**src/acctilt_pkg.sv**
```systemverilog
// Shared constants, types and the arctangent table for the accelerometer tilt block.
// Used by the square-root cells, the CORDIC cells, the top level and the checker.
`default_nettype none

package acctilt_pkg;

   // Sample format and precision reduction.
   localparam int SAMPLE_W     = 16;
   localparam int SAMPLE_BITS  = 16;
   localparam int SAMPLE_SHIFT = SAMPLE_W - SAMPLE_BITS;

   // Sum of two squares, and its square root with 8 fraction bits.
   localparam int SQ_W   = 2 * SAMPLE_W;
   localparam int ROOT_W = (SQ_W + 16) / 2;
   localparam int REM_W  = ROOT_W + 2;

   // CORDIC operands and angle accumulator (units of 2^-16 degree).
   localparam int NUM_W        = ROOT_W + 1;
   localparam int CORDIC_W     = NUM_W + 3;
   localparam int CORDIC_STEPS = 16;
   localparam int ATAN_LEN     = 24;
   localparam int ATAN_IDX_W   = $clog2(ATAN_LEN);
   localparam int ACC_W        = 25;
   localparam int FRAC_SHIFT   = 8;
   localparam int RND_W        = ACC_W + 1 - FRAC_SHIFT;

   localparam int ANGLE_W = 16;
   localparam logic signed [ANGLE_W-1:0] ANGLE_LIMIT = 16'sd23040;
   localparam logic signed [RND_W-1:0]   RND_LIMIT   = 18'sd23040;
   localparam logic [ACC_W:0]            ROUND_HALF  = 26'd128;

   // Cycles from an accepted start to the result strobe.
   localparam int LATENCY = 4 + ROOT_W + CORDIC_STEPS;

   // Axis selector codes.
   localparam logic [1:0] AXIS_X    = 2'd0;
   localparam logic [1:0] AXIS_Y    = 2'd1;
   localparam logic [1:0] AXIS_Z    = 2'd2;
   localparam logic [1:0] AXIS_NONE = 2'd3;

   typedef logic [ATAN_IDX_W-1:0] atan_idx_type;

   // Square-root cell state: radicand bits still to consume, partial remainder, partial root.
   typedef struct packed {
      logic [SQ_W-1:0]   rad;
      logic [REM_W-1:0]  rem;
      logic [ROOT_W-1:0] root;
   } sqrt_type;

   // Item context that travels alongside the square-root chain.
   typedef struct packed {
      logic                       valid;
      logic [1:0]                 sel;
      logic signed [SAMPLE_W-1:0] lin;
   } side_type;

   // CORDIC cell state.
   typedef struct packed {
      logic signed [CORDIC_W-1:0] x;
      logic signed [CORDIC_W-1:0] y;
      logic signed [ACC_W-1:0]    acc;
   } cordic_type;

   // Item flags that travel alongside the CORDIC chain.
   typedef struct packed {
      logic valid;
      logic special;
      logic invalid;
      logic neg;
   } flag_type;

   // atan(2^-i) in degrees, units of 2^-16 degree, rounded to nearest.
   function automatic logic signed [ACC_W-1:0] atan_entry(input atan_idx_type idx);
      logic signed [ACC_W-1:0] val;
      case (idx)
         5'd0:    val = 25'sd2949120;
         5'd1:    val = 25'sd1740967;
         5'd2:    val = 25'sd919879;
         5'd3:    val = 25'sd466945;
         5'd4:    val = 25'sd234379;
         5'd5:    val = 25'sd117304;
         5'd6:    val = 25'sd58666;
         5'd7:    val = 25'sd29335;
         5'd8:    val = 25'sd14668;
         5'd9:    val = 25'sd7334;
         5'd10:   val = 25'sd3667;
         5'd11:   val = 25'sd1833;
         5'd12:   val = 25'sd917;
         5'd13:   val = 25'sd458;
         5'd14:   val = 25'sd229;
         5'd15:   val = 25'sd115;
         5'd16:   val = 25'sd57;
         5'd17:   val = 25'sd29;
         5'd18:   val = 25'sd14;
         5'd19:   val = 25'sd7;
         5'd20:   val = 25'sd4;
         5'd21:   val = 25'sd2;
         5'd22:   val = 25'sd1;
         default: val = 25'sd0;
      endcase
      return val;
   endfunction

endpackage

`default_nettype wire

```
**src/acctilt_sqrt_cell.sv**
```systemverilog
// One cell of the square-root chain: settles one root bit per clock.
// Depends on acctilt_pkg for the cell state and side types.
`default_nettype none

module acctilt_sqrt_cell (
   input  logic                  clock,
   input  logic                  reset,
   input  acctilt_pkg::sqrt_type sq_up,
   input  acctilt_pkg::side_type side_up,
   output acctilt_pkg::sqrt_type sq_dn,
   output acctilt_pkg::side_type side_dn
);

   logic [acctilt_pkg::REM_W+1:0] trial;
   logic [acctilt_pkg::REM_W+1:0] test;
   logic [acctilt_pkg::REM_W+1:0] diff;
   acctilt_pkg::sqrt_type         sq_in;
   acctilt_pkg::sqrt_type         sq_ff;
   acctilt_pkg::side_type         side_ff;

   // Bring down the next two radicand bits and try subtracting 4*root+1.
   always_comb begin
      trial = {sq_up.rem, sq_up.rad[acctilt_pkg::SQ_W-1 -: 2]};
      test  = {2'b00, sq_up.root, 2'b01};
      diff  = trial - test;
      sq_in.rad = {sq_up.rad[acctilt_pkg::SQ_W-3:0], 2'b00};
      if (trial >= test) begin
         sq_in.rem  = diff[acctilt_pkg::REM_W-1:0];
         sq_in.root = {sq_up.root[acctilt_pkg::ROOT_W-2:0], 1'b1};
      end else begin
         sq_in.rem  = trial[acctilt_pkg::REM_W-1:0];
         sq_in.root = {sq_up.root[acctilt_pkg::ROOT_W-2:0], 1'b0};
      end
   end

   always_ff @(posedge clock) begin
      sq_ff   <= sq_in;
      side_ff <= side_up;
      if (reset) begin
         side_ff.valid <= 1'b0;
      end
   end

   assign sq_dn   = sq_ff;
   assign side_dn = side_ff;

endmodule

`default_nettype wire

```
**config.mk**
```make
export PLATFORM = sky130hd
export DESIGN_NAME = acctilt_sqrt_cell
export DESIGN_NICKNAME = d
export VERILOG_FILES = /design/src/acctilt_pkg.sv /design/src/acctilt_sqrt_cell.sv
export SDC_FILE = /design/constraint.sdc
export NUM_CORES = 1
export LEC_CHECK = 0
export BUFFER_PORTS_ARGS = -buffer_cell sky130_fd_sc_hd__buf_2
export CAP_MARGIN = 5
export CORE_MARGIN = 2
export CORE_UTILIZATION = 48
export DETAILED_ROUTE_END_ITERATION = 8
export GPL_TIMING_DRIVEN = 0
export PLACE_DENSITY = 0.85
export RECOVER_POWER = 25
export SYNTH_ARGS = -nofsm -noshare
export SYNTH_HDL_FRONTEND = slang
export SYNTH_SLANG_ARGS = --single-unit
```
**constraint.sdc**
```tcl
create_clock -name clock -period 3.69 [get_ports clock]
set_input_delay 0.1845 -clock clock [delete_from_list [all_inputs] [get_ports clock]]
set_output_delay 0.1845 -clock clock [all_outputs]
set_load 0.05 [all_outputs]
```
# After elaboration in Yosys (flattened, before gate mapping)
# Cells that the tools add are included.
[totals]
out_inout_bits = 101
latchBits = 0
ff_bits = 99
mem_bits_ro = 0
wordCells = 9
in_bits = 103
n_memories = 0
ramBits = 0
[classes]
reduce_logical = 0
bitwise = 0
magnitude_cmp = 1
mux = 1
mul = 0
n_addsub = 1
div_mod_pow = 0
shifts = 0
n_eq_ne = 0
[ops]
columns = ["op", "n"]
rows = [
  ["50-bit 2-to-1 mux", 1],
  ["28-bit by 26-bit >= comparator with 1-bit output", 1],
  ["26-bit subtractor", 1],
]

# Depth between registers and ports, before layout
# Gate-level depths: netlist of the first run.
[depth]
ltp_word = 2
mapped_depth = 11
mapped_depth_nobuf = 10

# Worst setup path after synthesis of the first run
# Ideal clock, no wire load.
[synth_path]
path_type = "input to register"
startpoint = "in sq_up[0] (netlist bit)"
endpoint = "reg sq_ff (netlist bit sq_dn[32])"
setup_ps = 121
required_time_ps = 3569
arrival_ps = 2185
cell_stages = 11
path_buffers = 1
setup_slack_ps = 1384
path_cell_list = "inv_1 ha_1 nand2b_1 a211o_1 a21oi_2 o211ai_2 a31oi_2 nor2_2 o21ai_4 buf_12 mux2_4"
[synth_rtl]
columns = ["element", "line_no", "text"]
rows = [
  ["from (decl)", "acctilt_sqrt_cell.sv:8", "input acctilt_pkg::sqrt_type sq_up,"],
  ["to (signal assigned)", "acctilt_sqrt_cell.sv:37", "sq_ff <= sq_in;"],
  ["to (decl)", "acctilt_sqrt_cell.sv:18", "acctilt_pkg::sqrt_type sq_ff;"],
]

==> results of run 1 <==
==> flip-flops by register name (all words and copies together) (netlist names) <==
register,flops
side_dn,19
sq_dn,80
==> synthesized netlist by cell type (all sizes together) (2+ instances only) <==
master / instances
and3: 3
xor2: 10
a31oi: 2
ha: 26
buf: 6
and2: 3
nor3: 6
o21ai: 17
nand2: 21
o211ai: 3
o21a: 3
xnor2: 13
mux2i: 2
and4: 2
o21bai: 2
a21o: 6
o31ai: 2
nor2: 18
inv: 30
mux2: 22
a21oi: 22
dfxtp: 99
a211oi: 6
nor2b: 4
a41oi: 2
nand2b: 3
nand4: 2
==> per-layer routing <==
metal / part of all wire [%] / wire, um
met4: 4.6 / 581
met5: 0 / 0
met2: 51 / 6431
met3: 7.9 / 992
met1: 36 / 4511
==> area by class of cell <==
type / count / area [sq um]
antenna: 2 / 5.005
buffer: 6 / 65.06
clock buffer: 9 / 123.9
clock inverter: 6 / 73.82
fill: 465 / 1849
inverter: 30 / 112.6
multi-input combinational: 215 / 1675
sequential: 99 / 1982
tap: 102 / 127.6
timing repair buffer: 273 / 1713
==> cells by family (layout without fill, tap and decap cells) <==
logic type | after synthesis | count (layout) | synth area share [%]
other cells | 1 | 4 | 0.09788
mux | 24 | 24 | 8.556
flops | 99 | 99 | 51.73
fa+ha+maj | 26 | 26 | 8.491
simple gates | 68 | 68 | 8.753
buf+inv | 36 | 324 | 4.637
xor+xnor | 23 | 23 | 5.258
compound gates | 72 | 72 | 12.48
==> critical path, delay by kind of cell <==
| family | cells | cell delay (ns) |
|---|---|---|
| AND/OR/NAND/NOR | 2 | 0.21 |
| multiplexers | 1 | 0.31 |
| buffers and inverters | 4 | 0.95 |
| adder cells (fa/ha/maj) | 1 | 0.39 |
| AO/OA/AOI/OAI | 4 | 1.16 |
==> stage by stage <==
stage | cell area (sq um) | hold slack [ns]
after global placement | 4969 | 0.2873
after CTS | 5887 | 0.04734
after global routing | 5876 | 0.05556
final | 5878 | 0.05815
after detailed placement | 4969 | 0.2881
after floorplan | 3835 | 0.2122
==> power groups by stage <==
stage	Combinational (W)	Clock, W	Sequential [W]
3_5_place_dp	0.000901	0	0.00122
3_3_place_gp	0.000886	0	0.00122
2_1_floorplan	0.000299	0	0.00161
6_report	0.000986	0.000715	0.00120
5_1_grt	0.00104	0.000768	0.00121
4_1_cts	0.000965	0.000712	0.00120
==> worst min-delay path by stage <==
stage                     startpoint    endpoint  slack [ns]  cells after the start
after floorplan           side_up[0]  side_dn[0]        0.21                      0
after global routing       sq_up[31]   sq_dn[33]        0.06                      2
after CTS                  sq_up[46]   sq_dn[48]        0.05                      2
after global placement    side_up[4]  side_dn[4]        0.29                      1
after detailed placement   sq_up[54]   sq_dn[56]        0.29                      1
final                      sq_up[46]   sq_dn[48]        0.06                      2
==> impl_results.md, run 1 <==
- P per Cell Area: ~500 nW/um^2
- Largest stage delay on the critical path: 0.53 ns
- Outcome: completed
- Postcts setup bufs: 0
- Gr busiest metal: met2
- CTS Root Cell: clkbuf_8
- Port bufs: about 200
- Part of the Yosys area used for sequential elements: 51.73%
- Die Span X: approximately 93 um
- Core area: slightly below 8000 sq um
- H-tree Lvls: 3
- Post-synth EDFFs: 0
- Clk slew on worst S/H paths: roughly 0.1 ns
- Final setup violation count: 0
- Unrepaired setup endpoints after global routing: false
- Clk network pwr share: approximately a quarter
- Crit path kind: primary input to register
- Vias in the first global route: between 3000 and 4000
- CTS tree: built
- Cell Area, Synth: around 3800 sq um
- Placement Setup Slack: around 1 ns
- Core Util, Final: between 70% and 80%
- #FFs+latches synth: 99
- Die Span Y: 93.34 um
- Overall Power: 0.002906 W
- Leak: just under 3 nW
- TritonCTS Sinks: 99
- WL final: roughly 13000 um
- P_int: between 0.0015 and 0.002 W
- DR vias/cell: slightly above 5
- Slew Limit Fails: 0
- Met3 usage: roughly 8.9%
- Post-detail-place hpwl: approximately 7500 um
- Area Growth Syn to Fin: 53.43%
- Global routing usage summed across all routing layers: between 20% and 30%
- Crit share post-route: between 80% and 90%
- Comb pwr share: between 30% and 40%
- Worst path cell trace: dlygate4sd3_1, clkbuf_1, inv_1, ha_1, nand2_1, o21ai_0, a31oi_1, a31oi_2, nor2_2, o21ai_4, buf_12, mux2_4
- Final Hold Vio Count: 0
- Net switching share of the total power: roughly 37%
- Nature of the critical path startpoint: primary input
- Critical path arrival: ~3.2 ns
- Setup WS post-layout: 0.7271 ns
- Slowest cell on crit path: dlygate4sd3_1
- Most frequent cells in the layout: 192 x buf_2, 99 x dfxtp_1, 72 x dlygate4sd3_1
- Routability-driven placement congestion ratio: 0.8173
- Crit path from: sq_up[13]
- Ys Warns: 0
- Initial DRC Count: between 150 and 200
- Clock buffer depth: 2
- Post-Place Cells: between 600 and 700
- Min-Delay Path Class: primary input to register
- VDD IR max: between 0.2 and 0.3 mV
- WL/cell: around 17 um
- Area leader, netlist: dfxtp_1
- First-pass GRT wire length: 18660 um
- Drt pass-1 iters: 4
- Cells after synthesis: roughly 350
- Top Ports: roughly 200
- Final critical-path required period: between 2 and 3 ns
- Distinct cells, synth: 50
- Worst-path maximum fanout: 10
- Synth async-reset ratio: 0%
- Nets: approximately 760
- Finished Layout Cells: 742
- Largest net degree at the start of global routing: 18
- Post-synth top area share: 51.73%
- GR Util met1: between 20% and 30%
- CP endpoint kind: register
- Antenna viol nets, final: 0
- Remaining DRCs: 0
- CTS Buf Count: 9
- Number of max-cap violations: 0
- Most common library cell in the layout ignoring fill and taps: buf_2
- Peak Freq: about 340 MHz
- Initial antenna violation count: 1
- Global route overflow: 0
- Setup Total Neg Slack: 0 ns
- Predominant post-synthesis flop cell: dfxtp_1
- Via count: roughly 3700
- CP required: between 3 and 4 ns
- Die footprint: about 8700 sq um
- Top cells by area, synth: dfxtp_1 52%, ha_1 8.5%, mux2_4 6.3%, xnor2_1 3.0%, inv_1 2.9%
- Setup crit end: sq_dn[39]
- Avg Inst Size Synth: 10.98 sq um
- Reg power frac: 41.4%
- Cts hold-fix bufs: 72
- Share of cells above drive strength 1: 37.62%
- Row count: 32
- Post-CTS sizing: 0
- GRT met2 Usage: between 50% and 60%
- P_sw: 0.001076 W
- Initial core utilization: ~50%
No activity file was read; power rests on OpenSTA's default activity.
==> run 2: changes to the inputs <==
Settings changed: CORE_UTILIZATION 48 to 40, PLACE_DENSITY 0.85 to 0.75.
Clock period 3.69 ns to 2.7 ns, I/O delays scaled along.
==> impl_results.md, run 2 (synthesis gave the netlist of run 1 again) <==
- Outcome: completed (unchanged)
- Final setup violation count: 0 (unchanged)
- Setup WS post-layout: 0.09936 ns (was 0.7271 ns)
- Vias in the first global route: 3712 (was 3900)
- Area Growth Syn to Fin: 55.72% (was 53.43%)
- Most frequent cells in the layout: 196 x buf_2, 99 x dfxtp_1, 74 x dlygate4sd3_1 (was 192 x buf_2, 99 x dfxtp_1, 72 x dlygate4sd3_1)
- Min-delay src: sq_up[43] (was sq_up[46])
- Remaining DRCs: 0 (unchanged)
- Global route overflow: 0 (unchanged)
- Nets: 769 (was 763)
- Clock buffer depth: 2 (unchanged)
- Initial antenna violation count: 0 (was 1)
- Initial core utilization: 41.27% (was 49.58%)
- Leak: 3.016 nW (was 2.970 nW)
- Routability-driven placement congestion ratio: 0.8488 (was 0.8173)
- Die footprint: 10380 sq um (was 8712 sq um)
- Largest net degree at the start of global routing: 19 (was 18)
- Critical path arrival: 2.85 ns (was 3.22 ns)
- Crit share post-route: slightly below 100%
- Die Span Y: 101.9 um (was 93.34 um)
- Crit path kind: primary input to register (unchanged)
- Global routing usage summed across all routing layers: 22.26% (was 27.78%)
- Min-Delay Path Class: primary input to register (unchanged)
- Fillers: 741 (was 465)
- Core area: 9284 sq um (was 7727 sq um)
- Antenna viol nets, final: 0 (unchanged)
- TritonCTS Sinks: 99 (unchanged)
- Max reg flops: 80 (unchanged)
- Clk slew on worst S/H paths: 0.10 ns (about the same)
- Most common library cell in the layout ignoring fill and taps: buf_2 (unchanged)
- H-tree Lvls: 3 (unchanged)
- Post-detail-place hpwl: 7601 um (was 7526 um)
- DR vias/cell: 4.692 (was 5.050)
- Via count: 3641 (was 3747)
- Placement Setup Slack: 0.009905 ns (was 0.9994 ns)
- CTS Buf Count: 9 (unchanged)
- Final critical-path required period: between 2 and 3 ns
- Peak Freq: 384.5 MHz
- Number of max-cap violations: 0 (unchanged)
- Top Ports: 204 (unchanged)
- Drt pass-1 iters: 4 (unchanged)
- Post-CTS sizing: 0 (unchanged)
- P per Cell Area: 651.0 nW/um^2 (was 494.3 nW/um^2)
- VDD IR max: 0.2948 mV (was 0.2568 mV)
- CP endpoint kind: register (unchanged)
- CP required: 2.95 ns (was 3.95 ns)
- Slew Limit Fails: 0 (unchanged)
- Initial DRC Count: 86 (was 171)
- CTS Root Cell: clkbuf_8 (unchanged)
- Relative slew slack: about two thirds
- Overall Power: 0.003884 W (was 0.002906 W)
- Post-Place Cells: 680 (was 653)
- Row count: 35 (was 32)
- Worst-path maximum fanout: 10 (unchanged)
- Nature of the critical path startpoint: primary input (unchanged)
- Port bufs: 201 (unchanged)
- First-pass GRT wire length: 17680 um (was 18660 um)
- CTS tree: built (unchanged)
- Worst slew pin tran: about 0.48 ns
- Final Hold Vio Count: 0 (unchanged)
- Hold EP: sq_dn[45] (was sq_dn[48])
- WL final: 11890 um (was 12520 um)
- Share of cells above drive strength 1: 38.60% (was 37.62%)
- Die Span X: 101.9 um (was 93.34 um)
- WL/cell: 15.33 um (was 16.87 um)
- Cells on Worst Hold Path: 2 (unchanged)
- Finished Layout Cells: 776 (was 742)
-- run 2: changes by cell type in the layout (fill, tap and decap cells not counted), sizes merged --
| cell | change |
|---|---|
| bufinv | -1 |
| buf | +7 |
| dlygate4sd3 | +2 |
| clkinv | +2 |
| inv | +1 |
| clkbuf | -2 |
| clkinvlp | -2 |
-- run 2: power by group --
part | leakage, nW | switching [W] | internal [W]
Combinational | 2.09 | 0.000869 | 0.000471
Sequential | 0.835 | 0.0000393 | 0.00161
Clock | 0.0934 | 0.000545 | 0.000354
-- run 2: cell type report --
class | count | area, sq um | share of cell area [%]
multi-input combinational | 215 | 1675 | 28.08
timing repair buffer | 279 | 1782 | 29.87
sequential | 99 | 1982 | 33.22
buffer | 6 | 65.06 | 1.091
tap | 129 | 161.4 | 2.706
clock inverter | 6 | 55.05 | 0.9228
antenna | 2 | 5.005 | 0.08389
clock buffer | 10 | 127.6 | 2.139
inverter | 30 | 112.6 | 1.888
-- run 2: metrics by stage --
| step | area, sq um | hold WS (ns) | setup TNS [ns] | utilization [%] |
|---|---|---|---|---|
| after detailed placement | 5002 | 0.2390 | 0 | 53.88 |
| after floorplan | 3835 | 0.1627 | 0 | - |
| final | 5966 | 0.01363 | 0 | 64.26 |
| after CTS | 5926 | 0.003583 | 0 | 63.83 |
| after global routing | 5961 | 0.005317 | -0.1384 | 64.20 |
| after global placement | 5002 | 0.2366 | 0 | 53.88 |
-- run 2: worst max-delay path by stage --
stage	start	to	slack, ns	cells after the start
2_1_floorplan	sq_up[0]	sq_dn[32]	0.44	11
3_3_place_gp	sq_up[0]	sq_dn[32]	0.02	12
3_5_place_dp	sq_up[0]	sq_dn[34]	0.01	12
4_1_cts	sq_up[10]	sq_dn[41]	0.003	12
5_1_grt	sq_up[10]	sq_dn[34]	-0.02	13
6_report	sq_up[19]	sq_dn[42]	0.1	14
-- run 2: layer usage --
layer  part of all wire (%)  vias up  track usage [%]
li1                       -     1783                -
met1                     36     1684            22.66
met2                     53      148            41.90
met3                    7.8       26            6.772
met4                    2.7        0            9.436
met5                      0        -                0
-- run 2: timing repair --
action,4_1_cts,5_1_grt
buffers inserted,0,4
setup endpoints to repair,0,24
hold buffers,74,0
endpoints found under the hold margin,74,0
-- run 2: critical path, cell delays in order --
cell and delay (ns):
dlygate4sd3_1 0.55, buf_2 0.12, inv_1 0.04, ha_1 0.38, a21o_1 0.19, a21o_1 0.19
nand2b_1 0.14, a21oi_1 0.17, a31oi_2 0.08, nor2_2 0.18, o21ai_4 0.07, buf_12 0.15
buf_12 0.15, mux2_4 0.29
