### src/acctilt_pkg.sv
// Shared constants, types and the arctangent table for the accelerometer tilt block.
// Used by the square-root cells, the CORDIC cells, the top level and the checker.
`default_nettype none

package acctilt_pkg;

   // Sample format and precision reduction.
   localparam int SAMPLE_W     = 16;
   localparam int SAMPLE_BITS  = 16;
   localparam int SAMPLE_SHIFT = SAMPLE_W - SAMPLE_BITS;

   // Sum of two squares, and its square root with 8 fraction bits.
   localparam int SQ_W   = 2 * SAMPLE_W;
   localparam int ROOT_W = (SQ_W + 16) / 2;
   localparam int REM_W  = ROOT_W + 2;

   // CORDIC operands and angle accumulator (units of 2^-16 degree).
   localparam int NUM_W        = ROOT_W + 1;
   localparam int CORDIC_W     = NUM_W + 3;
   localparam int CORDIC_STEPS = 16;
   localparam int ATAN_LEN     = 24;
   localparam int ATAN_IDX_W   = $clog2(ATAN_LEN);
   localparam int ACC_W        = 25;
   localparam int FRAC_SHIFT   = 8;
   localparam int RND_W        = ACC_W + 1 - FRAC_SHIFT;

   localparam int ANGLE_W = 16;
   localparam logic signed [ANGLE_W-1:0] ANGLE_LIMIT = 16'sd23040;
   localparam logic signed [RND_W-1:0]   RND_LIMIT   = 18'sd23040;
   localparam logic [ACC_W:0]            ROUND_HALF  = 26'd128;

   // Cycles from an accepted start to the result strobe.
   localparam int LATENCY = 4 + ROOT_W + CORDIC_STEPS;

   // Axis selector codes.
   localparam logic [1:0] AXIS_X    = 2'd0;
   localparam logic [1:0] AXIS_Y    = 2'd1;
   localparam logic [1:0] AXIS_Z    = 2'd2;
   localparam logic [1:0] AXIS_NONE = 2'd3;

   typedef logic [ATAN_IDX_W-1:0] atan_idx_type;

   // Square-root cell state: radicand bits still to consume, partial remainder, partial root.
   typedef struct packed {
      logic [SQ_W-1:0]   rad;
      logic [REM_W-1:0]  rem;
      logic [ROOT_W-1:0] root;
   } sqrt_type;

   // Item context that travels alongside the square-root chain.
   typedef struct packed {
      logic                       valid;
      logic [1:0]                 sel;
      logic signed [SAMPLE_W-1:0] lin;
   } side_type;

   // CORDIC cell state.
   typedef struct packed {
      logic signed [CORDIC_W-1:0] x;
      logic signed [CORDIC_W-1:0] y;
      logic signed [ACC_W-1:0]    acc;
   } cordic_type;

   // Item flags that travel alongside the CORDIC chain.
   typedef struct packed {
      logic valid;
      logic special;
      logic invalid;
      logic neg;
   } flag_type;

   // atan(2^-i) in degrees, units of 2^-16 degree, rounded to nearest.
   function automatic logic signed [ACC_W-1:0] atan_entry(input atan_idx_type idx);
      logic signed [ACC_W-1:0] val;
      case (idx)
         5'd0:    val = 25'sd2949120;
         5'd1:    val = 25'sd1740967;
         5'd2:    val = 25'sd919879;
         5'd3:    val = 25'sd466945;
         5'd4:    val = 25'sd234379;
         5'd5:    val = 25'sd117304;
         5'd6:    val = 25'sd58666;
         5'd7:    val = 25'sd29335;
         5'd8:    val = 25'sd14668;
         5'd9:    val = 25'sd7334;
         5'd10:   val = 25'sd3667;
         5'd11:   val = 25'sd1833;
         5'd12:   val = 25'sd917;
         5'd13:   val = 25'sd458;
         5'd14:   val = 25'sd229;
         5'd15:   val = 25'sd115;
         5'd16:   val = 25'sd57;
         5'd17:   val = 25'sd29;
         5'd18:   val = 25'sd14;
         5'd19:   val = 25'sd7;
         5'd20:   val = 25'sd4;
         5'd21:   val = 25'sd2;
         5'd22:   val = 25'sd1;
         default: val = 25'sd0;
      endcase
      return val;
   endfunction

endpackage

`default_nettype wire

### src/acctilt_cordic_cell.sv
// One vectoring CORDIC micro-rotation per clock; the step number selects shift and table entry.
// Depends on acctilt_pkg for the cell state, flag types and the arctangent table.
`default_nettype none

module acctilt_cordic_cell (
   input  logic                      clock,
   input  logic                      reset,
   input  acctilt_pkg::atan_idx_type step_idx,
   input  acctilt_pkg::cordic_type   cord_up,
   input  acctilt_pkg::flag_type     flag_up,
   output acctilt_pkg::cordic_type   cord_dn,
   output acctilt_pkg::flag_type     flag_dn
);

   logic signed [acctilt_pkg::CORDIC_W-1:0] x_cur;
   logic signed [acctilt_pkg::CORDIC_W-1:0] y_cur;
   logic signed [acctilt_pkg::CORDIC_W-1:0] xs;
   logic signed [acctilt_pkg::CORDIC_W-1:0] ys;
   logic signed [acctilt_pkg::ACC_W-1:0]    acc_cur;
   logic signed [acctilt_pkg::ACC_W-1:0]    tab;
   acctilt_pkg::cordic_type                 cord_in;
   acctilt_pkg::cordic_type                 cord_ff;
   acctilt_pkg::flag_type                   flag_ff;

   always_comb begin
      x_cur   = cord_up.x;
      y_cur   = cord_up.y;
      acc_cur = cord_up.acc;
      xs      = x_cur >>> step_idx;
      ys      = y_cur >>> step_idx;
      tab     = acctilt_pkg::atan_entry(step_idx);
      // A non-negative y rotates the vector downward.
      if (!y_cur[acctilt_pkg::CORDIC_W-1]) begin
         cord_in.x   = x_cur + ys;
         cord_in.y   = y_cur - xs;
         cord_in.acc = acc_cur + tab;
      end else begin
         cord_in.x   = x_cur - ys;
         cord_in.y   = y_cur + xs;
         cord_in.acc = acc_cur - tab;
      end
   end

   always_ff @(posedge clock) begin
      cord_ff <= cord_in;
      flag_ff <= flag_up;
      if (reset) begin
         flag_ff.valid <= 1'b0;
      end
   end

   assign cord_dn = cord_ff;
   assign flag_dn = flag_ff;

endmodule

`default_nettype wire

### config.mk
export PLATFORM = sky130hd
export DESIGN_NAME = acctilt_cordic_cell
export DESIGN_NICKNAME = d
export VERILOG_FILES = /design/src/acctilt_pkg.sv /design/src/acctilt_cordic_cell.sv
export SDC_FILE = /design/constraint.sdc
export NUM_CORES = 1
export LEC_CHECK = 0
export ABC_AREA = 1
export BUFFER_PORTS_ARGS = -buffer_cell sky130_fd_sc_hd__buf_2
export CORE_ASPECT_RATIO = 0.75
export CORE_UTILIZATION = 50
export CTS_CLUSTER_SIZE = 40
export DETAILED_ROUTE_END_ITERATION = 8
export HOLD_SLACK_MARGIN = 0.08
export PLACE_DENSITY = 0.72
export REMOVE_ABC_BUFFERS = 1
export SLEW_MARGIN = 20
export SYNTH_ARGS = -nofsm -noshare
export SYNTH_HDL_FRONTEND = slang
export SYNTH_SLANG_ARGS = --single-unit
### constraint.sdc
create_clock -name clock -period 4.6 [get_ports clock]
set_input_delay 0.23 -clock clock [delete_from_list [all_inputs] [get_ports clock]]
set_output_delay 0.23 -clock clock [all_outputs]
set_load 0.005 [all_outputs]
## Word-level counts from Yosys, hierarchy flattened

Memories as Yosys holds them, arrays and structs flattened.
Index checks and enable logic that the tools add are counted.

- Bits in read-only memories: 704
- Logic and storage cells: 17
- Bits of input ports: 92
- Output and inout bits: 85
- Memories: 1
- Bits in registers: 85

- Multiplexer cells: 1
- Shift-type cells: 2
- $add $sub $neg: 6

Memory list:

| name | depth | width | rd ports | clocked after memory_dff | write ports | line | RTL |
|---|---|---|---|---|---|---|---|
| (name not given) | 32 | 22 | 1 | 0 | 0 | acctilt_pkg.sv:75 | `case (idx)` |

Operators by type and width:

| cell | number |
|---|---|
| 81-bit two-way mux | 1 |
| 28-bit adder | 2 |
| 28-bit by 5-bit >>> shifter with 28-bit output | 2 |
| 28-bit subtractor | 2 |
| 25-bit adder | 1 |
| 25-bit subtractor | 1 |

## Longest topological paths before layout

Gate-level depths: netlist (run 1).

- Word-level depth: 3
- Depth in mapped cells: 35
- Mapped depth without buffers: 34

## Worst setup path after synthesis (run 1)

No wires, ideal clock.

- Kind: input to register
- Start point: input step_idx[1]
- End point: register cord_ff, in the netlist cord_dn[21]
- Path buffers: 2
- Arrival time: 3547 ps
- Data required time: 4477 ps
- Setup time: 123 ps
- Stages: 24
- Setup slack: 929 ps
- Path through: inv_2 > buf_6 > buf_4 > ha_1 > nand2_1 > o211ai_1 > o21ai_0 > nand2_1 > o21ai_0 > nor2_1 > nand3b_1 > nor2_1 > nand2_1 > nand2_1 > xor2_1 > ha_1 > nand2_1 > nor2_1 > nand4_1 > o21ai_0 > a21oi_1 > o21ai_0 > a21oi_1 > xor2_1

RTL lines:

| what | line | RTL |
|---|---|---|
| from (decl) | acctilt_cordic_cell.sv:8 | `input acctilt_pkg::atan_idx_type step_idx,` |
| to (signal assigned) | acctilt_cordic_cell.sv:45 | `cord_ff <= cord_in;` |
| to (decl) | acctilt_cordic_cell.sv:22 | `acctilt_pkg::cordic_type cord_ff;` |

==> metrics.txt, run 1 <==
# TYPE chip_impl_metric gauge
chip_impl_metric{name="pin_count_of_the_biggest_net_entering_global_routing",unit=""} 45
chip_impl_metric{name="register_area_share_after_synthesis",unit=""} 0.155
chip_impl_metric{name="h_tree_levels",unit=""} 3
chip_impl_info{name="run_status",value="finished clean"} 1
chip_impl_metric{name="cts.reportedPaths.clkPinSlew",unit="ps"} 80
chip_impl_metric{name="post_route_cells_drive_above_1_share",unit=""} 0.143
chip_impl_metric{name="net-switching-power",unit="uW"} 1740
chip_impl_metric{name="rows",unit=""} 46
chip_impl_metric{name="finalSetupViolCount",unit=""} 0
chip_impl_metric{name="ir_worst_vdd",unit="mV"} 0.182
chip_impl_metric{name="place_hpwl",unit="microns"} 31100
chip_impl_metric{name="post_synth_instance_area",unit="sq um"} 10900
chip_impl_info{name="cts_tree",value="done"} 1
chip_impl_metric{name="stdcell_area",unit="sq um"} 12600
chip_impl_metric{name="vias_per_cell",unit=""} 5.58
chip_impl_metric{name="cp.required",unit="ps"} 4910
chip_impl_metric{name="initial_utilization",unit=""} 0.514
chip_impl_metric{name="clock_power_share",unit=""} 0.192
chip_impl_metric{name="critPathArrivalTime",unit="ps"} 4700
chip_impl_info{name="top_post_synthesis_cells_by_area",value="sky130_fd_sc_hd__nand2_1 (20%), sky130_fd_sc_hd__dfxtp_1 (16%), sky130_fd_sc_hd__nand3_1 (14%), sky130_fd_sc_hd__ha_1 (11%), sky130_fd_sc_hd__xor2_1 (6.2%)"} 1
chip_impl_metric{name="final_critical_path_setup_slack",unit="ps"} 218
chip_impl_metric{name="drt_iter0_markers",unit=""} 1354
chip_impl_metric{name="internal-power",unit="uW"} 2340
chip_impl_metric{name="slowest_stage_delay_cp",unit="ps"} 430
chip_impl_metric{name="io_buffer_count",unit=""} 176
chip_impl_metric{name="design.die.area",unit="sq um"} 22500
chip_impl_info{name="worst_setup_path_end_kind",value="register"} 1
chip_impl_info{name="mostFrequentLayoutCells",value="sky130_fd_sc_hd__nand2_1 (590), sky130_fd_sc_hd__nand3_1 (298), sky130_fd_sc_hd__buf_2 (176)"} 1
chip_impl_metric{name="finalWeightedCongestion",unit=""} 1.04
chip_impl_info{name="critPathSlowestCell",value="sky130_fd_sc_hd__nor4_1"} 1
chip_impl_metric{name="clock_sinks",unit=""} 85
chip_impl_metric{name="wl_per_cell",unit="microns"} 16.4
chip_impl_metric{name="num-nets-final",unit=""} 2226
chip_impl_metric{name="post-synth-top-area-fraction",unit=""} 0.202
chip_impl_metric{name="core_region_area",unit="sq um"} 21300
chip_impl_metric{name="sequential_cell_fraction_of_total_power",unit=""} 0.270
chip_impl_metric{name="io_pins",unit=""} 177
chip_impl_metric{name="grt_util_overall",unit=""} 0.329
chip_impl_metric{name="max_cap_viol_count",unit=""} 0
chip_impl_info{name="critPathTopFamily",value="simple AND/OR/NAND/NOR gates"} 1
chip_impl_metric{name="slew_headroom",unit=""} 0.452
chip_impl_metric{name="dpl_cell_area",unit="sq um"} 12300
chip_impl_metric{name="postLayoutCoreUtil",unit=""} 0.593
chip_impl_metric{name="synth.distinct_cells",unit=""} 46
chip_impl_info{name="critPathLaunchType",value="input port"} 1
chip_impl_metric{name="cts_made_buffers",unit=""} 9
chip_impl_metric{name="synth_warnings",unit=""} 0
chip_impl_metric{name="post-route-period-util",unit=""} 0.953
chip_impl_info{name="critical_path_class",value="input port to register"} 1
chip_impl_metric{name="clock_path_buffers",unit=""} 2
chip_impl_metric{name="initial_antenna_violation_count",unit=""} 1
chip_impl_metric{name="combPwrFrac",unit=""} 0.538
chip_impl_metric{name="layout-area-overhead-vs-synth",unit="%"} 15.4
chip_impl_metric{name="synthCells",unit=""} 1857
chip_impl_metric{name="global_route_congestion_overflow_total",unit=""} 0
chip_impl_metric{name="finalCriticalPeriod",unit="ps"} 4380
chip_impl_metric{name="sw_frac_of_total",unit=""} 0.426
chip_impl_metric{name="cp_max_fo",unit=""} 36
chip_impl_metric{name="setup_tns",unit="ps"} 0
chip_impl_info{name="netlist.top_cell.by_area",value="sky130_fd_sc_hd__nand2_1"} 1
chip_impl_metric{name="max_freq",unit="MHz"} 228
chip_impl_metric{name="power.density",unit="nW/um^2"} 323
chip_impl_metric{name="ant_nets",unit=""} 0
chip_impl_info{name="rsz0062_at_grt",value="false"} 1
chip_impl_metric{name="die_w",unit="microns"} 173
chip_impl_metric{name="grt_pass1_vias",unit=""} 11300
chip_impl_metric{name="dp_worst_setup_slack",unit="ps"} 68.7
chip_impl_info{name="mostFrequentLayoutCell",value="sky130_fd_sc_hd__nand2_1"} 1
chip_impl_metric{name="floorplan.die.height",unit="microns"} 130
chip_impl_info{name="timing.hold.worst.class",value="input port to register"} 1
chip_impl_metric{name="post_synth.cell_area_avg",unit="sq um"} 5.89
chip_impl_metric{name="dr.pass1.iters",unit=""} 8
chip_impl_metric{name="drc",unit=""} 0
chip_impl_metric{name="drv_slew",unit=""} 0
chip_impl_info{name="path_common_cell",value="sky130_fd_sc_hd__nand2_1"} 1
chip_impl_metric{name="hold_viol",unit=""} 0
chip_impl_metric{name="wire_length_of_the_first_global_routing_pass",unit="microns"} 58900
chip_impl_info{name="clk_root_buffer_cell",value="sky130_fd_sc_hd__clkbuf_16"} 1
chip_impl_metric{name="post_cts.repair.setup_buffers",unit=""} 0
chip_impl_metric{name="routed-via-count",unit=""} 13000
chip_impl_metric{name="timing_worst_slew_pin_value",unit="ps"} 821
chip_impl_metric{name="critical_path.n_buffers_inverters",unit=""} 6
chip_impl_metric{name="routed_wl",unit="microns"} 38200
chip_impl_metric{name="p_leak",unit="uW"} 0.00671
chip_impl_metric{name="yosys_register_bits",unit=""} 85
area by class of cell:
type,instances,area [sq um]
flip-flops and latches,85,1700
clock buffers,9,225
clock inverters,6,71.3
fillers,2215,8670
inverters,143,537
diodes,1,2.50
repair buffers,238,1420
well taps,288,360
multi-input cells,1561,8310
synth_stat cells (all sizes together):
library cell    n
nand2         599
nand3         299
nor2          148
inv           143
a21oi         124
o21ai          97
ha             93
dfxtp          85
xor2           78
buf            52
xnor2          40
nand4          17
clkbuf         16
nor3           13
nand3b          8
o21bai          7
a31oi           5
nor4            5
a21o            3
fa              3
o21a            3
a21boi          2
a22oi           2
o2111ai         2
o211ai          2
o22ai           2
o31ai           2
or2             2
and2            1
and3            1
o221ai          1
o32ai           1
or3             1
metrics by stage:
stage	total power [uW]	hold slack [ps]	std cells
floorplan	2450	258	1789
global placement	3240	335	2310
detailed placement	3260	337	2310
CTS	4060	157	2330
global route	4390	157	2330
finish	4080	156	2331
flip-flops by register name, indices dropped and copies added, names as in the netlist:
name,count
cord_dn,81
flag_dn,4
final timing paths:
kind	cells after the start	endpoint	slack, ps	startpoint
hold / removal	2	cord_dn[25]	160	cord_up[25]
setup / recovery	29	cord_dn[78]	220	step_idx[0]
per-layer routing:
metal  share of wire  track usage  up-vias
met5               0            0        -
met4           0.013       0.0687        0
met3            0.11       0.0711       45
met2            0.40        0.490      644
met1            0.48        0.483     5824
li1                -            -     6501
kinds of logic (layout without fill, tap and decap cells):
| family | after synthesis | count (layout) | synth area share |
|---|---|---|---|
| buffers and inverters | 211 | 396 | 0.0854 |
| AOI/OAI and AO/OA | 253 | 253 | 0.128 |
| other | 0 | 1 | 0 |
| DFF | 85 | 85 | 0.155 |
| xor gates and xnor gates | 118 | 118 | 0.0944 |
| adders and majority gates | 96 | 96 | 0.112 |
| and+or+nand+nor | 1094 | 1094 | 0.425 |
power groups by stage:
stage                     Clock [uW]  Sequential, uW  Combinational (uW)
after floorplan                    0            1170                1280
after global placement             0            1110                2140
after detailed placement           0            1120                2140
after CTS                        800            1100                2160
after global routing             830            1130                2430
final                            784            1100                2200
repair_timing:
item	CTS	global route
endpoints found under the hold margin	4	0
resized for setup	0	0
hold buffers	5	0
Note: power is estimated with default switching activity, not from simulation.
==> inputs of run 2 (changes only) <==
--- a/config.mk
+++ b/config.mk
@@ -15,3 +15,2 @@
 export PLACE_DENSITY = 0.72
-export REMOVE_ABC_BUFFERS = 1
 export SLEW_MARGIN = 20
--- a/constraint.sdc
+++ b/constraint.sdc
@@ -3,2 +3,2 @@
 set_output_delay 0.23 -clock clock [all_outputs]
-set_load 0.005 [all_outputs]
+set_load 0.02 [all_outputs]
==> run 2 against run 1 <==
Non-clock buffer count is 13 lower. Final cell count is 0.56% lower. Design area is 0.40% lower. Largest power group unchanged. Combinational power is 16% higher. Maximum frequency is 3.1% higher. Clock-buffer cell count is 1 higher. Global-route usage is 1.4 points higher. Sequential share of layout area is 0.054 points higher. Total power is 10% higher. Largest cell class unchanged.
==> metrics.txt, run 2 (synthesized netlist as in run 1, its figures left out) <==
# TYPE chip_impl_metric gauge
chip_impl_metric{name="finalWeightedCongestion",unit=""} 1.02
chip_impl_metric{name="critPathArrivalTime",unit="ps"} 4510
chip_impl_metric{name="critical_path.n_buffers_inverters",unit=""} 5
chip_impl_info{name="clk_root_buffer_cell",value="sky130_fd_sc_hd__clkbuf_16"} 1
chip_impl_metric{name="synth_nets",unit=""} 2045
chip_impl_metric{name="num-nets-final",unit=""} 2213
chip_impl_metric{name="post_route_cells_drive_above_1_share",unit=""} 0.138
chip_impl_metric{name="max_freq",unit="MHz"} 235
chip_impl_metric{name="floorplan.die.height",unit="microns"} 130
chip_impl_info{name="mostFrequentLayoutCells",value="sky130_fd_sc_hd__nand2_1 (590), sky130_fd_sc_hd__nand3_1 (298), sky130_fd_sc_hd__buf_2 (175)"} 1
chip_impl_metric{name="slowest_stage_delay_cp",unit="ps"} 460
chip_impl_metric{name="h_tree_levels",unit=""} 3
chip_impl_metric{name="grt_util_overall",unit=""} 0.343
chip_impl_metric{name="die_w",unit="microns"} 173
chip_impl_metric{name="cts_made_buffers",unit=""} 9
chip_impl_metric{name="power.density",unit="nW/um^2"} 358
chip_impl_metric{name="dp_worst_setup_slack",unit="ps"} 175
chip_impl_metric{name="rows",unit=""} 46
chip_impl_metric{name="hold_viol",unit=""} 0
chip_impl_metric{name="n_antenna_cell",unit=""} 0
chip_impl_metric{name="finalCriticalPeriod",unit="ps"} 4250
chip_impl_info{name="critPathTopFamily",value="simple AND/OR/NAND/NOR gates"} 1
chip_impl_metric{name="path_depth",unit=""} 27
chip_impl_metric{name="io_pins",unit=""} 177
chip_impl_metric{name="place_hpwl",unit="microns"} 31700
chip_impl_metric{name="drv_slew",unit=""} 0
chip_impl_metric{name="drt_iter0_markers",unit=""} 1345
chip_impl_metric{name="clock_power_share",unit=""} 0.190
chip_impl_info{name="run_status",value="finished clean"} 1
chip_impl_metric{name="vias_per_cell",unit=""} 5.65
chip_impl_info{name="cts_tree",value="done"} 1
chip_impl_metric{name="layoutNonFillerInstCount",unit=""} 2318
chip_impl_metric{name="combPwrFrac",unit=""} 0.566
chip_impl_metric{name="cts.reportedPaths.clkPinSlew",unit="ps"} 70
chip_impl_info{name="path_common_cell",value="sky130_fd_sc_hd__nand2_1"} 1
chip_impl_metric{name="grt_pass1_vias",unit=""} 11600
chip_impl_info{name="critPathSlowestCell",value="sky130_fd_sc_hd__nor4_1"} 1
chip_impl_metric{name="clock_path_buffers",unit=""} 2
chip_impl_info{name="critical_path_class",value="input port to register"} 1
chip_impl_metric{name="routed_wl",unit="microns"} 39000
chip_impl_metric{name="hold_slack",unit="ps"} 93.3
chip_impl_metric{name="post_cts.repair.setup_buffers",unit=""} 0
chip_impl_metric{name="slew_headroom",unit=""} 0.546
chip_impl_metric{name="cp.required",unit="ps"} 4860
chip_impl_info{name="timing.hold.worst.class",value="input port to register"} 1
chip_impl_metric{name="dp_cells",unit=""} 2298
chip_impl_metric{name="cp_max_fo",unit=""} 24
chip_impl_metric{name="drc",unit=""} 0
chip_impl_metric{name="design.die.area",unit="sq um"} 22500
chip_impl_metric{name="sequential_cell_fraction_of_total_power",unit=""} 0.244
chip_impl_metric{name="whs_path_depth",unit=""} 3
chip_impl_info{name="rsz0062_at_grt",value="false"} 1
chip_impl_metric{name="layout-area-overhead-vs-synth",unit="%"} 14.9
chip_impl_metric{name="max_cap_viol_count",unit=""} 0
chip_impl_metric{name="pin_count_of_the_biggest_net_entering_global_routing",unit=""} 61
chip_impl_metric{name="sw_frac_of_total",unit=""} 0.465
chip_impl_metric{name="net-switching-power",unit="uW"} 2090
chip_impl_metric{name="core_region_area",unit="sq um"} 21300
chip_impl_metric{name="final_critical_path_setup_slack",unit="ps"} 351
chip_impl_metric{name="initial_utilization",unit=""} 0.514
chip_impl_info{name="mostFrequentLayoutCell",value="sky130_fd_sc_hd__nand2_1"} 1
chip_impl_metric{name="internal-power",unit="uW"} 2410
chip_impl_metric{name="ant_nets",unit=""} 0
chip_impl_metric{name="clock_sinks",unit=""} 85
chip_impl_metric{name="initial_antenna_violation_count",unit=""} 0
chip_impl_info{name="critPathLaunchType",value="input port"} 1
chip_impl_metric{name="dr.pass1.iters",unit=""} 6
chip_impl_metric{name="p_leak",unit="uW"} 0.00667
chip_impl_metric{name="global_route_congestion_overflow_total",unit=""} 0
chip_impl_metric{name="wire_length_of_the_first_global_routing_pass",unit="microns"} 61400
chip_impl_metric{name="largest_reg_flops",unit=""} 81
chip_impl_metric{name="io_buffer_count",unit=""} 176
chip_impl_metric{name="finalSetupViolCount",unit=""} 0
chip_impl_metric{name="routed-via-count",unit=""} 13100
chip_impl_metric{name="ir_worst_vdd",unit="mV"} 0.234
chip_impl_metric{name="post-route-period-util",unit=""} 0.924
chip_impl_info{name="worst_setup_path_end_kind",value="register"} 1
chip_impl_metric{name="setup_tns",unit="ps"} 0
chip_impl_metric{name="wl_per_cell",unit="microns"} 16.8
chip_impl_metric{name="timing_worst_slew_pin_value",unit="ps"} 680
## run 2: path summary, 6_finish.rpt
kind,start,to,slack [ps]
worst max-delay path,step_idx[1],cord_dn[50],350
worst min-delay path,flag_up[3],flag_dn[3],90
## run 2: area by class of cell
class / count / area, sq um
clock buffers: 10 / 239
clock inverters: 6 / 91.3
repair buffers: 225 / 1340
multi-input cells: 1561 / 8310
inverters: 143 / 537
flip-flops and latches: 85 / 1700
fillers: 2213 / 8720
well taps: 288 / 360
## run 2: power groups by stage
stage / clock network (uW) / logic, uW / registers (uW)
floorplan: 0 / 1330 / 1520
global placement: 0 / 2480 / 1110
CTS: 876 / 2510 / 1100
detailed placement: 0 / 2500 / 1110
global route: 901 / 2800 / 1130
finish: 854 / 2550 / 1100
## run 2: repair_timing
item / in CTS / in global routing
endpoints found under the setup margin: 0 / 2
hold buffers: 4 / 0
endpoints found under the hold margin: 4 / 0
gates resized for setup: 0 / 2
## run 2: through the flow
stage	util	area (sq um)	total power [uW]
2_1_floorplan	-	10900	2850
3_3_place_gp	0.573	12200	3590
3_5_place_dp	0.573	12200	3610
4_1_cts	0.590	12600	4490
5_1_grt	0.591	12600	4830
6_report	0.591	12600	4500
## run 2: metal layers
metal	share of wire	global-route usage	up-vias
li1	-	-	6472
met5	0.0016	0.0208	-
met3	0.11	0.0921	51
met1	0.47	0.487	5930
met4	0.015	0.0744	2
met2	0.40	0.513	652
==> inputs of run 3 (changes only) <==
PLACE_DENSITY = 0.75   (was 0.72)
clock period = 3.9 ns   (was 4.6 ns; I/O delays follow)
==> run 3 against run 2 <==
Combinational power up 46%. Sequential power up 18%. Total power up 33%. Sequential share of layout area down 2.4 points. Via count up 11%. Clock-buffer cell count unchanged. Die area unchanged. Critical path type unchanged. Largest cell class unchanged. Largest power group unchanged. Highest routed layer is now met4.
==> metrics.txt, run 3 (synthesized netlist as in run 1, its figures left out) <==
# TYPE chip_impl_metric gauge
chip_impl_info{name="run_status",value="finished clean"} 1
chip_impl_metric{name="io_buffer_count",unit=""} 176
chip_impl_info{name="worst_hold_startpoint",value="cord_up[0]"} 1
chip_impl_metric{name="cts.reportedPaths.clkPinSlew",unit="ps"} 70
chip_impl_metric{name="p_leak",unit="uW"} 0.00825
chip_impl_metric{name="slew_headroom",unit=""} 0.656
chip_impl_metric{name="power.density",unit="nW/um^2"} 394
chip_impl_metric{name="finalWeightedCongestion",unit=""} 1.02
chip_impl_metric{name="met3_length",unit="microns"} 5010
chip_impl_metric{name="layoutNonFillerInstCount",unit=""} 2632
chip_impl_metric{name="m1WireLength",unit="microns"} 19800
chip_impl_metric{name="rows",unit=""} 46
chip_impl_metric{name="grt_util_overall",unit=""} 0.380
chip_impl_metric{name="post-route-period-util",unit=""} 0.950
chip_impl_metric{name="hold_viol",unit=""} 0
chip_impl_metric{name="die_w",unit="microns"} 173
chip_impl_metric{name="drc",unit=""} 0
chip_impl_metric{name="design.die.area",unit="sq um"} 22500
chip_impl_metric{name="finalCriticalPeriod",unit="ps"} 3700
chip_impl_metric{name="initial_utilization",unit=""} 0.514
chip_impl_info{name="cts_tree",value="done"} 1
chip_impl_metric{name="synth_nets",unit=""} 2045
chip_impl_metric{name="global_route_congestion_overflow_total",unit=""} 0
chip_impl_info{name="clk_root_buffer_cell",value="sky130_fd_sc_hd__clkbuf_16"} 1
chip_impl_metric{name="max_cap_viol_count",unit=""} 0
chip_impl_metric{name="dp_cells",unit=""} 2604
chip_impl_info{name="worst_setup_path_end_kind",value="register"} 1
chip_impl_metric{name="cp_max_fo",unit=""} 11
chip_impl_metric{name="pin_count_of_the_biggest_net_entering_global_routing",unit=""} 55
chip_impl_metric{name="h_tree_levels",unit=""} 3
chip_impl_metric{name="detailroute.wirelength.met2",unit="microns"} 18700
chip_impl_metric{name="place_hpwl",unit="microns"} 35800
chip_impl_metric{name="num-nets-final",unit=""} 2526
chip_impl_metric{name="dr.pass1.iters",unit=""} 6
chip_impl_metric{name="cp.required",unit="ps"} 4200
chip_impl_metric{name="largest_reg_flops",unit=""} 81
chip_impl_metric{name="io_pins",unit=""} 177
chip_impl_info{name="worstHoldEndpoint",value="cord_dn[0]"} 1
chip_impl_metric{name="initial_antenna_violation_count",unit=""} 0
chip_impl_metric{name="clock_path_buffers",unit=""} 2
chip_impl_metric{name="layout-area-overhead-vs-synth",unit="%"} 39.5
chip_impl_metric{name="routed_wl",unit="microns"} 44200
chip_impl_metric{name="stdcell_area",unit="sq um"} 15300
chip_impl_metric{name="drt_iter0_markers",unit=""} 1727
chip_impl_metric{name="max_freq",unit="MHz"} 270
chip_impl_metric{name="floorplan.die.height",unit="microns"} 130
chip_impl_metric{name="num-fill-cells",unit=""} 1898
chip_impl_info{name="timing.hold.worst.class",value="input port to register"} 1
chip_impl_info{name="critical_path_class",value="input port to register"} 1
chip_impl_metric{name="post_route_cells_drive_above_1_share",unit=""} 0.273
chip_impl_metric{name="grt_pass1_vias",unit=""} 13500
chip_impl_metric{name="core_region_area",unit="sq um"} 21300
chip_impl_metric{name="routed-via-count",unit=""} 14500
chip_impl_metric{name="finalSetupViolCount",unit=""} 0
chip_impl_metric{name="wl_per_cell",unit="microns"} 16.8
chip_impl_metric{name="dpl_cell_area",unit="sq um"} 14600
chip_impl_metric{name="whs_path_depth",unit=""} 4
chip_impl_metric{name="wire_length_of_the_first_global_routing_pass",unit="microns"} 68500
chip_impl_metric{name="ant_nets",unit=""} 0
chip_impl_metric{name="design_power_total",unit="uW"} 6010
chip_impl_info{name="topRoutingLayerUsed",value="met4"} 1
chip_impl_metric{name="setup_tns",unit="ps"} 0
chip_impl_info{name="mostFrequentLayoutCells",value="sky130_fd_sc_hd__nand2_1 (582), sky130_fd_sc_hd__buf_4 (338), sky130_fd_sc_hd__nand3_1 (291)"} 1
chip_impl_info{name="critPathLaunchType",value="input port"} 1
chip_impl_metric{name="vias_per_cell",unit=""} 5.52
chip_impl_metric{name="clock_sinks",unit=""} 85
chip_impl_metric{name="critPathArrivalTime",unit="ps"} 4000
chip_impl_info{name="mostFrequentLayoutCell",value="sky130_fd_sc_hd__nand2_1"} 1
chip_impl_metric{name="drv_slew",unit=""} 0
chip_impl_metric{name="ir_worst_vdd",unit="mV"} 0.315
chip_impl_metric{name="timing_worst_slew_pin_value",unit="ps"} 515
chip_impl_metric{name="cts_made_buffers",unit=""} 9
[run 3: changes by cell type in the layout (fill, tap and decap cells not counted), sizes merged]
cell         before  now
buf             220  531
clkinvlp          0    1
dlygate4sd3       4    6
diode             0    1
bufinv            2    1
[run 3: layout make-up]
class | count | area (sq um) | share of cell area
Antenna cell | 1 | 2.50 | 0.000164
Clock buffer | 10 | 239 | 0.0157
Clock inverter | 6 | 68.8 | 0.00451
Inverter | 143 | 539 | 0.0353
Multi-Input combinational cell | 1561 | 8510 | 0.558
Sequential cell | 85 | 1700 | 0.111
Tap cell | 288 | 360 | 0.0236
Timing Repair Buffer | 538 | 3840 | 0.252
[run 3: metal layers]
metal  vias up  GRT usage
li1       7112          -
met1      6496      0.525
met2       848      0.595
met3        74     0.0921
met4         0     0.0911
met5         -          0
[run 3: critical path: stages]
cell and delay (ps):
sky130_fd_sc_hd__buf_2 240, sky130_fd_sc_hd__buf_4 270, sky130_fd_sc_hd__buf_4 150, sky130_fd_sc_hd__nand3_1 80, sky130_fd_sc_hd__nand3_1 190, sky130_fd_sc_hd__nand3_1 170
sky130_fd_sc_hd__nand2_1 150, sky130_fd_sc_hd__nand2_1 110, sky130_fd_sc_hd__inv_1 90, sky130_fd_sc_hd__nand2_1 100, sky130_fd_sc_hd__nor2_2 170, sky130_fd_sc_hd__buf_4 140
sky130_fd_sc_hd__nand3_1 60, sky130_fd_sc_hd__nand2_1 60, sky130_fd_sc_hd__nand2_1 70, sky130_fd_sc_hd__a21oi_2 190, sky130_fd_sc_hd__ha_1 290, sky130_fd_sc_hd__nand2_2 120
sky130_fd_sc_hd__buf_4 140, sky130_fd_sc_hd__o21ai_0 100, sky130_fd_sc_hd__a21oi_1 240, sky130_fd_sc_hd__nand3_2 170, sky130_fd_sc_hd__nand3_1 110, sky130_fd_sc_hd__nand2_1 90
sky130_fd_sc_hd__a21oi_1 170, sky130_fd_sc_hd__xnor2_1 130
[run 3: worst max-delay path by stage]
stage                start          end  slack [ps]  depth (start not counted)
2_1_floorplan  step_idx[1]  cord_dn[21]         260                         24
3_3_place_gp   step_idx[0]  cord_dn[50]        -310                         26
3_5_place_dp   step_idx[0]  cord_dn[50]        -250                         30
4_1_cts        step_idx[0]  cord_dn[50]         110                         27
5_1_grt        step_idx[0]  cord_dn[51]         -60                         35
6_report       step_idx[2]  cord_dn[50]         200                         26
[run 3: through the flow]
stage | hold WS [ps] | setup WS [ps] | utilization
6_report | 172 | 196 | 0.717
2_1_floorplan | 223 | 264 | -
5_1_grt | 174 | -63.9 | 0.717
3_3_place_gp | 299 | -311 | 0.687
3_5_place_dp | 300 | -247 | 0.687
4_1_cts | 167 | 113 | 0.704
[run 3: power breakdown]
group	internal [uW]	switching (uW)
Clock	522	446
Sequential	1220	81.9
Combinational	1550	2180
[run 3: timing repair]
item,in CTS,in global routing
setup buffers,0,4
gates resized for setup,0,68
hold buffers,6,0
endpoints found under the hold margin,5,0
setup endpoints to repair,0,35
